$ cat config.mk
export PLATFORM = sky130hd
export DESIGN_NAME = packstream_value_encoder
export DESIGN_NICKNAME = d
export VERILOG_FILES = /design/src/hw/rtl/pve_pkg.sv /design/src/hw/rtl/pve_front.sv /design/src/hw/rtl/pve_queue.sv /design/src/hw/rtl/pve_back.sv /design/src/hw/rtl/packstream_value_encoder.sv
export SDC_FILE = /design/constraint.sdc
export NUM_CORES = 1
export LEC_CHECK = 0
export ABC_CLOCK_PERIOD_IN_PS = 7800
export CORE_ASPECT_RATIO = 2
export CORE_MARGIN = 5
export CORE_UTILIZATION = 35
export CTS_CLUSTER_SIZE = 14
export DETAILED_ROUTE_END_ITERATION = 10
export DONT_BUFFER_PORTS = 1
export PLACE_DENSITY = 0.52
export REMOVE_ABC_BUFFERS = 1
export SLEW_MARGIN = 15
export SYNTH_ARGS = -nofsm -noshare
export SYNTH_HDL_FRONTEND = slang
export SYNTH_SLANG_ARGS = --single-unit
$ cat constraint.sdc
create_clock -name clk_i -period 7.8 [get_ports clk_i]
set_input_delay 0 -clock clk_i [delete_from_list [all_inputs] [get_ports clk_i]]
set_output_delay 0 -clock clk_i [all_outputs]
set_load 0.02 [all_outputs]
$ cat src/hw/rtl/pve_pkg.sv
// ----------------------------------------------------------------------------
// pve_pkg
// shared types, codes and markers of the value stream encoder
// ----------------------------------------------------------------------------
package pve_pkg;

  localparam int unsigned CmdWidth     = 4;
  localparam int unsigned ByteWidth    = 8;
  localparam int unsigned MaxBytes     = 9;
  localparam int unsigned WordWidth    = MaxBytes * ByteWidth;
  localparam int unsigned CntWidth     = 4;
  localparam int unsigned InDataWidth  = 184;
  localparam int unsigned OutDataWidth = 8;
  localparam int unsigned QueueDepth   = 2;

  // token kinds
  typedef enum logic [CmdWidth-1:0] {
    CMD_NULL   = 4'd0,
    CMD_BOOL   = 4'd1,
    CMD_INT    = 4'd2,
    CMD_FLOAT  = 4'd3,
    CMD_STRING = 4'd4,
    CMD_BYTES  = 4'd5,
    CMD_LIST   = 4'd6,
    CMD_MAP    = 4'd7,
    CMD_STRUCT = 4'd8,
    CMD_RAW    = 4'd9
  } cmd_e;

  // marker bytes
  localparam logic [7:0] MrkNull    = 8'hC0;
  localparam logic [7:0] MrkFloat   = 8'hC1;
  localparam logic [7:0] MrkFalse   = 8'hC2;
  localparam logic [7:0] MrkTrue    = 8'hC3;
  localparam logic [7:0] MrkInt8    = 8'hC8;
  localparam logic [7:0] MrkInt16   = 8'hC9;
  localparam logic [7:0] MrkInt32   = 8'hCA;
  localparam logic [7:0] MrkInt64   = 8'hCB;
  localparam logic [7:0] MrkBytes8  = 8'hCC;
  localparam logic [7:0] MrkBytes16 = 8'hCD;
  localparam logic [7:0] MrkBytes32 = 8'hCE;
  localparam logic [7:0] MrkStr8    = 8'hD0;
  localparam logic [7:0] MrkStr16   = 8'hD1;
  localparam logic [7:0] MrkStr32   = 8'hD2;
  localparam logic [7:0] MrkList8   = 8'hD4;
  localparam logic [7:0] MrkList16  = 8'hD5;
  localparam logic [7:0] MrkList32  = 8'hD6;
  localparam logic [7:0] MrkMap8    = 8'hD8;
  localparam logic [7:0] MrkMap16   = 8'hD9;
  localparam logic [7:0] MrkMap32   = 8'hDA;
  localparam logic [7:0] MrkStruct8 = 8'hDC;
  localparam logic [7:0] MrkStruct16 = 8'hDD;
  localparam logic [7:0] TinyStr    = 8'h80;
  localparam logic [7:0] TinyList   = 8'h90;
  localparam logic [7:0] TinyMap    = 8'hA0;
  localparam logic [7:0] TinyStruct = 8'hB0;

  // one encoded token: bytes left aligned, first byte on top
  typedef struct packed {
    logic [WordWidth-1:0] bytes;
    logic [CntWidth-1:0]  cnt;
    logic                 err;
  } desc_t;

  // length header in the smallest form
  function automatic desc_t hdr_desc(logic [31:0] len, logic has_tiny, logic [7:0] tiny,
                                     logic [7:0] m8, logic [7:0] m16, logic [7:0] m32);
    desc_t d;
    d.err = 1'b0;
    if (has_tiny && (len[31:4] == '0)) begin
      d.bytes = {tiny | {4'h0, len[3:0]}, 64'h0};
      d.cnt   = 4'd1;
    end else if (len[31:8] == '0) begin
      d.bytes = {m8, len[7:0], 56'h0};
      d.cnt   = 4'd2;
    end else if (len[31:16] == '0) begin
      d.bytes = {m16, len[15:0], 48'h0};
      d.cnt   = 4'd3;
    end else begin
      d.bytes = {m32, len, 32'h0};
      d.cnt   = 4'd5;
    end
    return d;
  endfunction

endpackage

$ cat src/hw/rtl/pve_front.sv
// ----------------------------------------------------------------------------
// pve_front
// accepts tokens and turns each into a byte descriptor for the queue
// ----------------------------------------------------------------------------
module pve_front import pve_pkg::*; (
  input  logic                   in_valid_i,
  output logic                   in_ready_o,
  input  logic [CmdWidth-1:0]    cmd_i,
  input  logic                   bool_value_i,
  input  logic [63:0]            int_value_i,
  input  logic [63:0]            float_bits_i,
  input  logic [31:0]            length_i,
  input  logic [7:0]             signature_i,
  input  logic [7:0]             payload_byte_i,
  input  logic                   q_full_i,
  output logic                   q_push_o,
  output desc_t                  q_desc_o
);

  logic  known;
  desc_t d;

  always_comb begin
    known = 1'b1;
    d     = '0;
    case (cmd_e'(cmd_i))
      CMD_NULL: begin
        d.bytes = {MrkNull, 64'h0};
        d.cnt   = 4'd1;
      end
      CMD_BOOL: begin
        d.bytes = {(bool_value_i ? MrkTrue : MrkFalse), 64'h0};
        d.cnt   = 4'd1;
      end
      CMD_INT: begin
        // sign-extension checks pick the smallest form
        if ((int_value_i[63:7] == '0) ||
            ((int_value_i[63:4] == '1))) begin
          d.bytes = {int_value_i[7:0], 64'h0};
          d.cnt   = 4'd1;
        end else if ((int_value_i[63:7] == '0) || (int_value_i[63:7] == '1)) begin
          d.bytes = {MrkInt8, int_value_i[7:0], 56'h0};
          d.cnt   = 4'd2;
        end else if ((int_value_i[63:15] == '0) || (int_value_i[63:15] == '1)) begin
          d.bytes = {MrkInt16, int_value_i[15:0], 48'h0};
          d.cnt   = 4'd3;
        end else if ((int_value_i[63:31] == '0) || (int_value_i[63:31] == '1)) begin
          d.bytes = {MrkInt32, int_value_i[31:0], 32'h0};
          d.cnt   = 4'd5;
        end else begin
          d.bytes = {MrkInt64, int_value_i};
          d.cnt   = 4'd9;
        end
      end
      CMD_FLOAT: begin
        d.bytes = {MrkFloat, float_bits_i};
        d.cnt   = 4'd9;
      end
      CMD_STRING: d = hdr_desc(length_i, 1'b1, TinyStr, MrkStr8, MrkStr16, MrkStr32);
      CMD_BYTES:  d = hdr_desc(length_i, 1'b0, 8'h00, MrkBytes8, MrkBytes16, MrkBytes32);
      CMD_LIST:   d = hdr_desc(length_i, 1'b1, TinyList, MrkList8, MrkList16, MrkList32);
      CMD_MAP:    d = hdr_desc(length_i, 1'b1, TinyMap, MrkMap8, MrkMap16, MrkMap32);
      CMD_STRUCT: begin
        // header then signature; no marker exists above 16-bit counts
        if (length_i[31:16] != '0) begin
          d.err = 1'b1;
          d.cnt = 4'd1;
        end else if (length_i[15:4] == '0) begin
          d.bytes = {TinyStruct | {4'h0, length_i[3:0]}, signature_i, 56'h0};
          d.cnt   = 4'd2;
        end else if (length_i[15:8] == '0) begin
          d.bytes = {MrkStruct8, length_i[7:0], signature_i, 48'h0};
          d.cnt   = 4'd3;
        end else begin
          d.bytes = {MrkStruct16, length_i[15:0], signature_i, 40'h0};
          d.cnt   = 4'd4;
        end
      end
      CMD_RAW: begin
        d.bytes = {payload_byte_i, 64'h0};
        d.cnt   = 4'd1;
      end
      default: known = 1'b0;
    endcase
  end

  // unused kinds are taken and dropped
  assign in_ready_o = !q_full_i;
  assign q_push_o   = in_valid_i && !q_full_i && known;
  assign q_desc_o   = d;

endmodule

$ cat src/hw/rtl/pve_queue.sv
// ----------------------------------------------------------------------------
// pve_queue
// short descriptor queue between classifier and serializer
// ----------------------------------------------------------------------------
module pve_queue import pve_pkg::*; #(
  parameter int unsigned Depth = QueueDepth
) (
  input  logic  clk_i,
  input  logic  rst_ni,
  input  logic  push_i,
  input  desc_t desc_i,
  output logic  full_o,
  input  logic  pop_i,
  output logic  valid_o,
  output desc_t desc_o
);

  localparam int unsigned PtrW = (Depth > 1) ? $clog2(Depth) : 1;
  localparam int unsigned CntW = $clog2(Depth + 1);

  desc_t             mem_q [Depth];
  logic [PtrW-1:0]   wr_ptr_q, wr_ptr_d;
  logic [PtrW-1:0]   rd_ptr_q, rd_ptr_d;
  logic [CntW-1:0]   fill_q, fill_d;

  assign full_o  = (fill_q == CntW'(Depth));
  assign valid_o = (fill_q != '0);
  assign desc_o  = mem_q[rd_ptr_q];

  always_comb begin
    wr_ptr_d = wr_ptr_q;
    rd_ptr_d = rd_ptr_q;
    fill_d   = fill_q;
    if (push_i) begin
      wr_ptr_d = (wr_ptr_q == PtrW'(Depth - 1)) ? '0 : wr_ptr_q + 1'b1;
    end
    if (pop_i) begin
      rd_ptr_d = (rd_ptr_q == PtrW'(Depth - 1)) ? '0 : rd_ptr_q + 1'b1;
    end
    if (push_i && !pop_i) begin
      fill_d = fill_q + 1'b1;
    end else if (!push_i && pop_i) begin
      fill_d = fill_q - 1'b1;
    end
  end

  always_ff @(posedge clk_i or negedge rst_ni) begin
    if (!rst_ni) begin
      wr_ptr_q <= '0;
      rd_ptr_q <= '0;
      fill_q   <= '0;
    end else begin
      wr_ptr_q <= wr_ptr_d;
      rd_ptr_q <= rd_ptr_d;
      fill_q   <= fill_d;
    end
  end

  always_ff @(posedge clk_i) begin
    if (push_i) begin
      mem_q[wr_ptr_q] <= desc_i;
    end
  end

endmodule

$ cat src/hw/rtl/pve_back.sv
// ----------------------------------------------------------------------------
// pve_back
// shifts a descriptor out a byte per ready cycle, reloading on the last byte
// ----------------------------------------------------------------------------
module pve_back import pve_pkg::*; (
  input  logic                    clk_i,
  input  logic                    rst_ni,
  input  logic                    q_valid_i,
  input  desc_t                   q_desc_i,
  output logic                    q_pop_o,
  output logic                    out_valid_o,
  input  logic                    out_ready_i,
  output logic [OutDataWidth-1:0] out_byte_o,
  output logic                    out_last_o,
  output logic                    out_err_o
);

  logic [WordWidth-1:0] shreg_q, shreg_d;
  logic [CntWidth-1:0]  cnt_q, cnt_d;
  logic                 err_q, err_d;
  logic                 take, load;

  assign out_valid_o = (cnt_q != '0);
  assign take        = out_valid_o && out_ready_i;
  assign load        = q_valid_i && ((cnt_q == '0) || (take && (cnt_q == 4'd1)));
  assign q_pop_o     = load;

  assign out_byte_o = shreg_q[WordWidth-1 -: OutDataWidth];
  assign out_last_o = (cnt_q == 4'd1);
  assign out_err_o  = err_q;

  always_comb begin
    shreg_d = shreg_q;
    cnt_d   = cnt_q;
    err_d   = err_q;
    if (load) begin
      shreg_d = q_desc_i.bytes;
      cnt_d   = q_desc_i.cnt;
      err_d   = q_desc_i.err;
    end else if (take) begin
      shreg_d = {shreg_q[WordWidth-ByteWidth-1:0], {ByteWidth{1'b0}}};
      cnt_d   = cnt_q - 1'b1;
    end
  end

  always_ff @(posedge clk_i or negedge rst_ni) begin
    if (!rst_ni) begin
      cnt_q <= '0;
      err_q <= 1'b0;
    end else begin
      cnt_q <= cnt_d;
      err_q <= err_d;
    end
  end

  always_ff @(posedge clk_i) begin
    shreg_q <= shreg_d;
  end

endmodule

$ cat src/hw/rtl/packstream_value_encoder.sv
// ----------------------------------------------------------------------------
// packstream_value_encoder
// serializes one value token per request into its byte form, msb first
// ----------------------------------------------------------------------------
// Each request on the slave stream carries one token; the master stream
// returns its encoded bytes one per cycle unless m_axis_tready stalls it,
// tlast on the final byte. A token has one byte for null, bool, tiny ints and
// raw bytes, up to nine for 64-bit ints and floats, the serializer's single
// byte lane setting the pace. The classifier works in the cycle of the
// request and a short queue lets new tokens be taken while earlier ones are
// still being sent, so back-to-back tokens leave with no gap between them.
// A structure header with more than 65535 fields gives one beat with tuser
// set, data zero and tlast set. Kinds above raw byte are taken and produce
// nothing. No state is kept between tokens.
// ----------------------------------------------------------------------------
module packstream_value_encoder import pve_pkg::*; #(
  parameter int unsigned QDepth = QueueDepth
) (
  input  logic                    clk_i,
  input  logic                    rst_ni,
  input  logic                    s_axis_tvalid,
  output logic                    s_axis_tready,
  // bool_value [0], int_value [64:1], float_bits [128:65], length [160:129],
  // signature [168:161], payload_byte [176:169], zero fill [183:177]
  input  logic [InDataWidth-1:0]  s_axis_tdata,
  // cmd [3:0]
  input  logic [CmdWidth-1:0]     s_axis_tuser,
  output logic                    m_axis_tvalid,
  input  logic                    m_axis_tready,
  // out_byte [7:0]
  output logic [OutDataWidth-1:0] m_axis_tdata,
  output logic                    m_axis_tlast,
  // error [0]
  output logic                    m_axis_tuser
);

  // queue between classifier and serializer
  logic  q_push, q_full, q_pop, q_valid;
  desc_t q_wdesc, q_rdesc;

  // classifier: decodes the token into marker plus payload bytes
  pve_front u_front (
    .in_valid_i     (s_axis_tvalid),
    .in_ready_o     (s_axis_tready),
    .cmd_i          (s_axis_tuser),
    .bool_value_i   (s_axis_tdata[0]),
    .int_value_i    (s_axis_tdata[64:1]),
    .float_bits_i   (s_axis_tdata[128:65]),
    .length_i       (s_axis_tdata[160:129]),
    .signature_i    (s_axis_tdata[168:161]),
    .payload_byte_i (s_axis_tdata[176:169]),
    .q_full_i       (q_full),
    .q_push_o       (q_push),
    .q_desc_o       (q_wdesc)
  );

  pve_queue #(
    .Depth (QDepth)
  ) u_queue (
    .clk_i   (clk_i),
    .rst_ni  (rst_ni),
    .push_i  (q_push),
    .desc_i  (q_wdesc),
    .full_o  (q_full),
    .pop_i   (q_pop),
    .valid_o (q_valid),
    .desc_o  (q_rdesc)
  );

  // serializer: holds the current token and shifts it out
  pve_back u_back (
    .clk_i       (clk_i),
    .rst_ni      (rst_ni),
    .q_valid_i   (q_valid),
    .q_desc_i    (q_rdesc),
    .q_pop_o     (q_pop),
    .out_valid_o (m_axis_tvalid),
    .out_ready_i (m_axis_tready),
    .out_byte_o  (m_axis_tdata),
    .out_last_o  (m_axis_tlast),
    .out_err_o   (m_axis_tuser)
  );

endmodule

==> results of run 1 <==
[power groups by stage]
stage | registers, mW | logic, mW | clock network, mW
5_1_grt | 1.96 | 0.931 | 1.13
2_1_floorplan | 1.97 | 0.565 | 0
3_3_place_gp | 1.95 | 0.756 | 0
3_5_place_dp | 1.96 | 0.767 | 0
6_report | 1.93 | 0.839 | 1.06
4_1_cts | 1.94 | 0.851 | 1.08
[synthesized netlist by cell type (all sizes together) (14+ instances only)]
| master | n |
|---|---|
| a21oi | 15 |
| nand2 | 139 |
| a22oi | 15 |
| a22o | 36 |
| nor4 | 26 |
| nor3 | 26 |
| a222oi | 14 |
| o22ai | 17 |
| nand2b | 20 |
| nand4 | 23 |
| a221o | 14 |
| edfxtp | 226 |
| clkbuf | 45 |
| nor2 | 31 |
| buf | 34 |
| inv | 30 |
| o21ai | 104 |
| mux2i | 99 |
| o21bai | 14 |
[registers in the layout (all words and copies together), names as in the netlist]
register and flops:
u_queue.fill_q 2, u_queue.wr_ptr_q 1, u_queue.rd_ptr_q 1, u_queue.mem_q 154
u_back.cnt_q 4, u_back.shreg_q 72, u_back.out_err_o 1
[cells by family after synthesis]
logic type,synth area share
flip-flops,0.585
multiplexers,0.0856
adder cells (fa/ha/maj),0.00418
AND/OR/NAND/NOR,0.123
XOR/XNOR,0.00365
buffers and inverters,0.0393
AO/OA/AOI/OAI,0.159
[timing repair]
action                                 in CTS  in global routing
endpoints found under the hold margin     159                  2
setup endpoints to repair                   0                  0
hold buffers                              170                  1
gates resized for setup                     0                  0
[layout by cell type (no fill, tap or decap), types with 24 or more instances in the layout]
| cell | instances |
|---|---|
| nor2_1 | 29 |
| dlygate4sd3_1 | 171 |
| edfxtp_1 | 226 |
| nand2_1 | 139 |
| o21ai_0 | 99 |
| mux2i_1 | 98 |
| a22o_1 | 36 |
| nor3_1 | 24 |
| inv_1 | 29 |
[through the flow]
stage,area [um2],instances
2_1_floorplan,11600,960
6_report,14800,1630
5_1_grt,14800,1630
4_1_cts,14800,1627
3_3_place_gp,12400,1418
3_5_place_dp,12400,1418
[routing by layer]
metal / GRT usage / share of wire / vias up
li1: - / - / 4286
met1: 0.250 / 0.35 / 4649
met2: 0.407 / 0.51 / 436
met3: 0.0539 / 0.078 / 112
met4: 0.123 / 0.057 / 0
met5: 0 / 0 / -
[worst max-delay path by stage]
stage               slack [ps]              from  cells after the start              endpoint
floorplan                 1970   s_axis_tuser[3]                      4  u_queue.mem_q[0][62]
global placement          4620  s_axis_tdata[51]                      6  u_queue.mem_q[0][37]
detailed placement        4610   u_back.cnt_q[0]                      9       u_back.cnt_q[0]
CTS                       4590   u_back.cnt_q[0]                      9       u_back.cnt_q[0]
global route              4450   u_back.cnt_q[0]                      9       u_back.cnt_q[1]
finish                    4650   u_back.cnt_q[1]                      8    u_back.shreg_q[20]
[area by class of cell]
cell class | instances | area, um2 | share of cell area
flip-flops and latches | 235 | 7020 | 0.474
multi-input cells | 695 | 4570 | 0.309
diodes | 2 | 5.00 | 0.000338
well taps | 441 | 552 | 0.0373
clock buffers | 30 | 632 | 0.0427
inverters | 30 | 114 | 0.00769
clock inverters | 9 | 73.8 | 0.00499
repair buffers | 188 | 1840 | 0.124
[critical path, delay by kind of cell, from the launching register on]
kind / cells / cell delay [ps]
buf+inv: 2 / 560
compound gates: 2 / 590
simple gates: 3 / 1070
flops: 1 / 370
fa+ha+maj: 1 / 150
==> results.yml, run 1 <==
run_status:
  status: "finished clean"
clocking:
  clk_latency_ps: 530
  tritoncts_num_sinks: 235
  cts_setup_buffers: 0
  cts_made_buffers: 23
  root_buffer: "clkbuf_16"
  h-tree-depth: 1
  cts_tree: "yes"
  cts_max_path_buffers: 3
  clkTransAtPathRegs_ps: 60
critical_path:
  crit_path_start_kind: "register"
  path_class: "register to register"
  r2r_setup_slack_ps: 4650
  r2r-end: "u_back.shreg_q[20]"
  cp_data_required_time_ps: 8010
  cp-end-kind: "register"
  path_max_fanout: 86
  crit_chain: "inv_1 -> ha_1 -> nor3b_1 -> nand2_1 -> a21o_4 -> buf_4 -> nand2_1 -> o21ai_0"
  slowest_stage: "nor3b_1"
  critPathMostFrequentCell: "nand2_1"
  cp_data_arrival_time_ps: 3350
  timing.rr.start: "u_back.cnt_q[1]"
  reg2reg_depth: 8
  slowest_delay_ps: 760
global_routing:
  grt_pass1_wl_um: 64900
  grt_max_degree: 87
  grt_overflow_total: 0
  grt_usage: 0.230
  grt_pass1_vias: 9922
  antenna_found_initial: 2
pwr:
  pwr_density_cell_nw_per_um2: 259
  total_power_mw: 3.83
  power_leakage_nw: 5.54
  peakVddDrop_uv: 248
  intPower_mw: 2.72
  combPwrFrac: 0.219
  switching_share: 0.290
  p_sw_mw: 1.11
  power_frac_clock: 0.277
  seqPwrFrac: 0.504
floorplan:
  num_rows: 96
  die_w_um: 141
  initial_utilization: 0.351
  die_y_um: 272
  coreArea_um2: 34100
  ioPinCount: 204
  die_area_um2: 38300
sta:
  setup_viol_count_final: 0
  slew_headroom: 0.194
  worstMarginPinSlew_ps: 1210
  hold_viol: 0
  tns_ps: 0
  max_freq_mhz: 318
  rsz0062_at_grt: "no"
  hold_slack_ps: 24.8
  fin_ws_ps: 4650
  slew_violations: 0
  final.min_clock_period_ps: 3150
  finClkSkew_ps: 22.4
  period_share: 0.403
route:
  drt_iter0_markers: 841
  viasPerCell: 5.82
  drc_errors: 0
  wl_um: 45100
  wl_per_cell_um: 27.7
  drt_pass1_iterations: 6
  ant_nets: 0
  vias: 9483
placed_design:
  port_buffers: 0
  pre_cts_ws_ps: 4610
  routabilityCongestion: 0.937
  hpwlAfterDp_um: 30800
min_path:
  hold_path_depth: 2
  min_to: "u_queue.mem_q[0][61]"
  hp-start: "s_axis_tdata[9]"
  worstHoldPathType: "input port to register"
logic_synthesis:
  yosysSeqAreaShare: 0.585
  synth_edf_count: 226
  yosysWarnings: 0
  yosysUniqueCellTypes: 59
  synth_ff_type: "edfxtp_1"
  synth.top_cell.area_share: 0.566
  synthTopCellsByArea: "edfxtp_1, mux2i_1, nand2_1, o21ai_0, a22o_1"
  synth_area_um2: 12000
  netlist_instances: 1039
  synthesis.area_per_instance_um2: 11.5
  yosys.area.top_type: "edfxtp_1"
  synthArstFlopShare: 0.0383
  synth_seq_cells: 235
final_layout:
  final_util: 0.434
  final_layout_size_suffix_gt1_frac: 0.0573
  nFillCells: 3324
  layout.nets: 1369
  area_growth_pct: 23.5
job:
  maxCapViolations: 0
Power figures use the tool's default switching activity.
==> inputs of run 2 (changes only) <==
--- a/config.mk
+++ b/config.mk
@@ -5,14 +5,14 @@
 export SDC_FILE = /design/constraint.sdc
 export NUM_CORES = 1
 export LEC_CHECK = 0
-export ABC_CLOCK_PERIOD_IN_PS = 7800
+export ABC_CLOCK_PERIOD_IN_PS = 2720
 export CORE_ASPECT_RATIO = 2
 export CORE_MARGIN = 5
 export CORE_UTILIZATION = 35
 export CTS_CLUSTER_SIZE = 14
 export DETAILED_ROUTE_END_ITERATION = 10
 export DONT_BUFFER_PORTS = 1
-export PLACE_DENSITY = 0.52
+export PLACE_DENSITY = 0.54
 export REMOVE_ABC_BUFFERS = 1
 export SLEW_MARGIN = 15
 export SYNTH_ARGS = -nofsm -noshare
==> constraint.sdc (replaced) <==
create_clock -name clk_i -period 2.72 [get_ports clk_i]
set_input_delay 0 -clock clk_i [delete_from_list [all_inputs] [get_ports clk_i]]
set_output_delay 0 -clock clk_i [all_outputs]
set_load 0.02 [all_outputs]
==> results.yml, run 2 (synthesis results as in run 1) <==
floorplan:
  ioPinCount: 204
  coreArea_um2: 34100
  die_area_um2: 38300
  die_w_um: 141
  die_y_um: 272
  initial_utilization: 0.351
  num_rows: 96
placed_design:
  pre_cts_ws_ps: 271
  place_area_um2: 12600
  routabilityCongestion: 0.968
  port_buffers: 0
  hpwlAfterDp_um: 32000
clocking:
  cts_max_path_buffers: 3
  root_buffer: "clkbuf_16"
  tritoncts_num_sinks: 235
  cts_resized: 0
  clkTransAtPathRegs_ps: 60
  cts_made_buffers: 22
  clk_latency_ps: 530
  h-tree-depth: 1
  cts_tree: "yes"
run_status:
  status: "finished clean"
route:
  wl_per_cell_um: 27.7
  viasPerCell: 5.80
  drt_pass1_iterations: 6
  ant_nets: 0
  drc_errors: 0
  vias: 9587
  wl_um: 45800
  drt_iter0_markers: 817
job:
  maxCapViolations: 0
critical_path:
  cp-end-kind: "register"
  timing.rr.start: "u_back.cnt_q[0]"
  path_max_fanout: 12
  startpoint: "s_axis_tuser[0]"
  r2r_setup_slack_ps: 410
  crit_path_start_kind: "input port"
  r2r-end: "u_back.cnt_q[0]"
  cp_data_arrival_time_ps: 2940
  reg2reg_depth: 9
  cp_data_required_time_ps: 3100
  path_class: "input port to register"
  crit_end: "u_queue.mem_q[1][45]"
final_layout:
  layout.nets: 1394
  final_layout_size_suffix_gt1_frac: 0.0777
  layout_common_cells: "edfxtp_1, dlygate4sd3_1, nand2_1, o21ai_0, mux2i_1"
  reg_top3: "u_queue.mem_q: 154 flops, u_back.shreg_q: 72 flops, u_back.cnt_q: 4 flops"
  largest_register_ff_count: 154
  final_area_um2: 15000
  area_growth_pct: 25.3
  top_register: "u_queue.mem_q"
  layout_commonest_cell: "edfxtp_1"
sta:
  slew_violations: 0
  tns_ps: 0
  final.min_clock_period_ps: 2560
  fin_ws_ps: 158
  max_freq_mhz: 390
  setup_viol_count_final: 0
  slew_headroom: 0.218
  worstMarginPinSlew_ps: 1170
  period_share: 0.942
  rsz0062_at_grt: "no"
  finClkSkew_ps: 12.7
  hold_viol: 0
pwr:
  power_leakage_nw: 5.66
  peakVddDrop_uv: 596
  total_power_mw: 11.0
  pwr_density_cell_nw_per_um2: 733
global_routing:
  antenna_found_initial: 2
  grt_overflow_total: 0
  grt_pass1_wl_um: 65700
  grt_pass1_vias: 9963
  grt_max_degree: 78
  grt_usage: 0.232
min_path:
  hp-start: "s_axis_tdata[1]"
  worstHoldPathType: "input port to register"
-- run 2: cell count changes in the layout (fill, tap and decap cells not counted), sizes merged --
cell | before | now
inv | 31 | 29
buf | 17 | 47
clkbuf | 30 | 27
clkinv | 6 | 8
dlygate4sd3 | 171 | 167
-- run 2: routing by layer --
metal  vias up  part of all wire  track usage
met3       113             0.079       0.0598
met2       439              0.52        0.425
met4         0             0.053        0.112
li1       4327                 -            -
met5         -                 0            0
met1      4708              0.34        0.244
-- run 2: worst min path at each step --
stage	end	cells after the start
after floorplan	u_back.cnt_q[0]	0
after global placement	u_back.out_err_o	0
after detailed placement	u_back.out_err_o	0
after CTS	u_queue.mem_q[0][61]	3
after global routing	u_queue.mem_q[0][74]	2
final	u_queue.mem_q[0][61]	3
-- run 2: worst max-delay path, stage by stage --
cell and delay (ps):
dlygate4sd3_1 670, nor2b_1 250, nand2_1 270, a211oi_2 260
and3_1 620, a221o_1 270, dlygate4sd3_1 590
-- run 2: final cells by class --
| type | instances | area, um2 |
|---|---|---|
| antenna | 2 | 5.00 |
| clock buffer | 27 | 569 |
| clock inverter | 9 | 82.6 |
| fill | 3304 | 19100 |
| inverter | 30 | 114 |
| multi-input combinational | 695 | 4570 |
| sequential | 235 | 7020 |
| tap | 441 | 552 |
| timing repair buffer | 214 | 2110 |
-- run 2: per-stage QoR --
step	utilization	std cells	hold WS, ps
4_1_cts	0.438	1645	4.53
3_5_place_dp	0.370	1443	-295
2_1_floorplan	-	960	-296
6_report	0.440	1653	5.29
5_1_grt	0.440	1653	5.47
3_3_place_gp	0.370	1443	-295
-- run 2: report_power, final --
group	leakage, nW	internal [mW]	total, mW	switching [mW]
combinational	3.07	1.09	2.53	1.44
clock	0.312	1.58	2.90	1.32
sequential	2.27	5.08	5.57	0.494
total	5.66	7.75	11.0	3.26
-- run 2: what timing repair did --
action,CTS,global route
hold buffers,166,1
endpoints found under the setup margin,0,42
hold endpoints to repair,163,2
buffers inserted,0,5
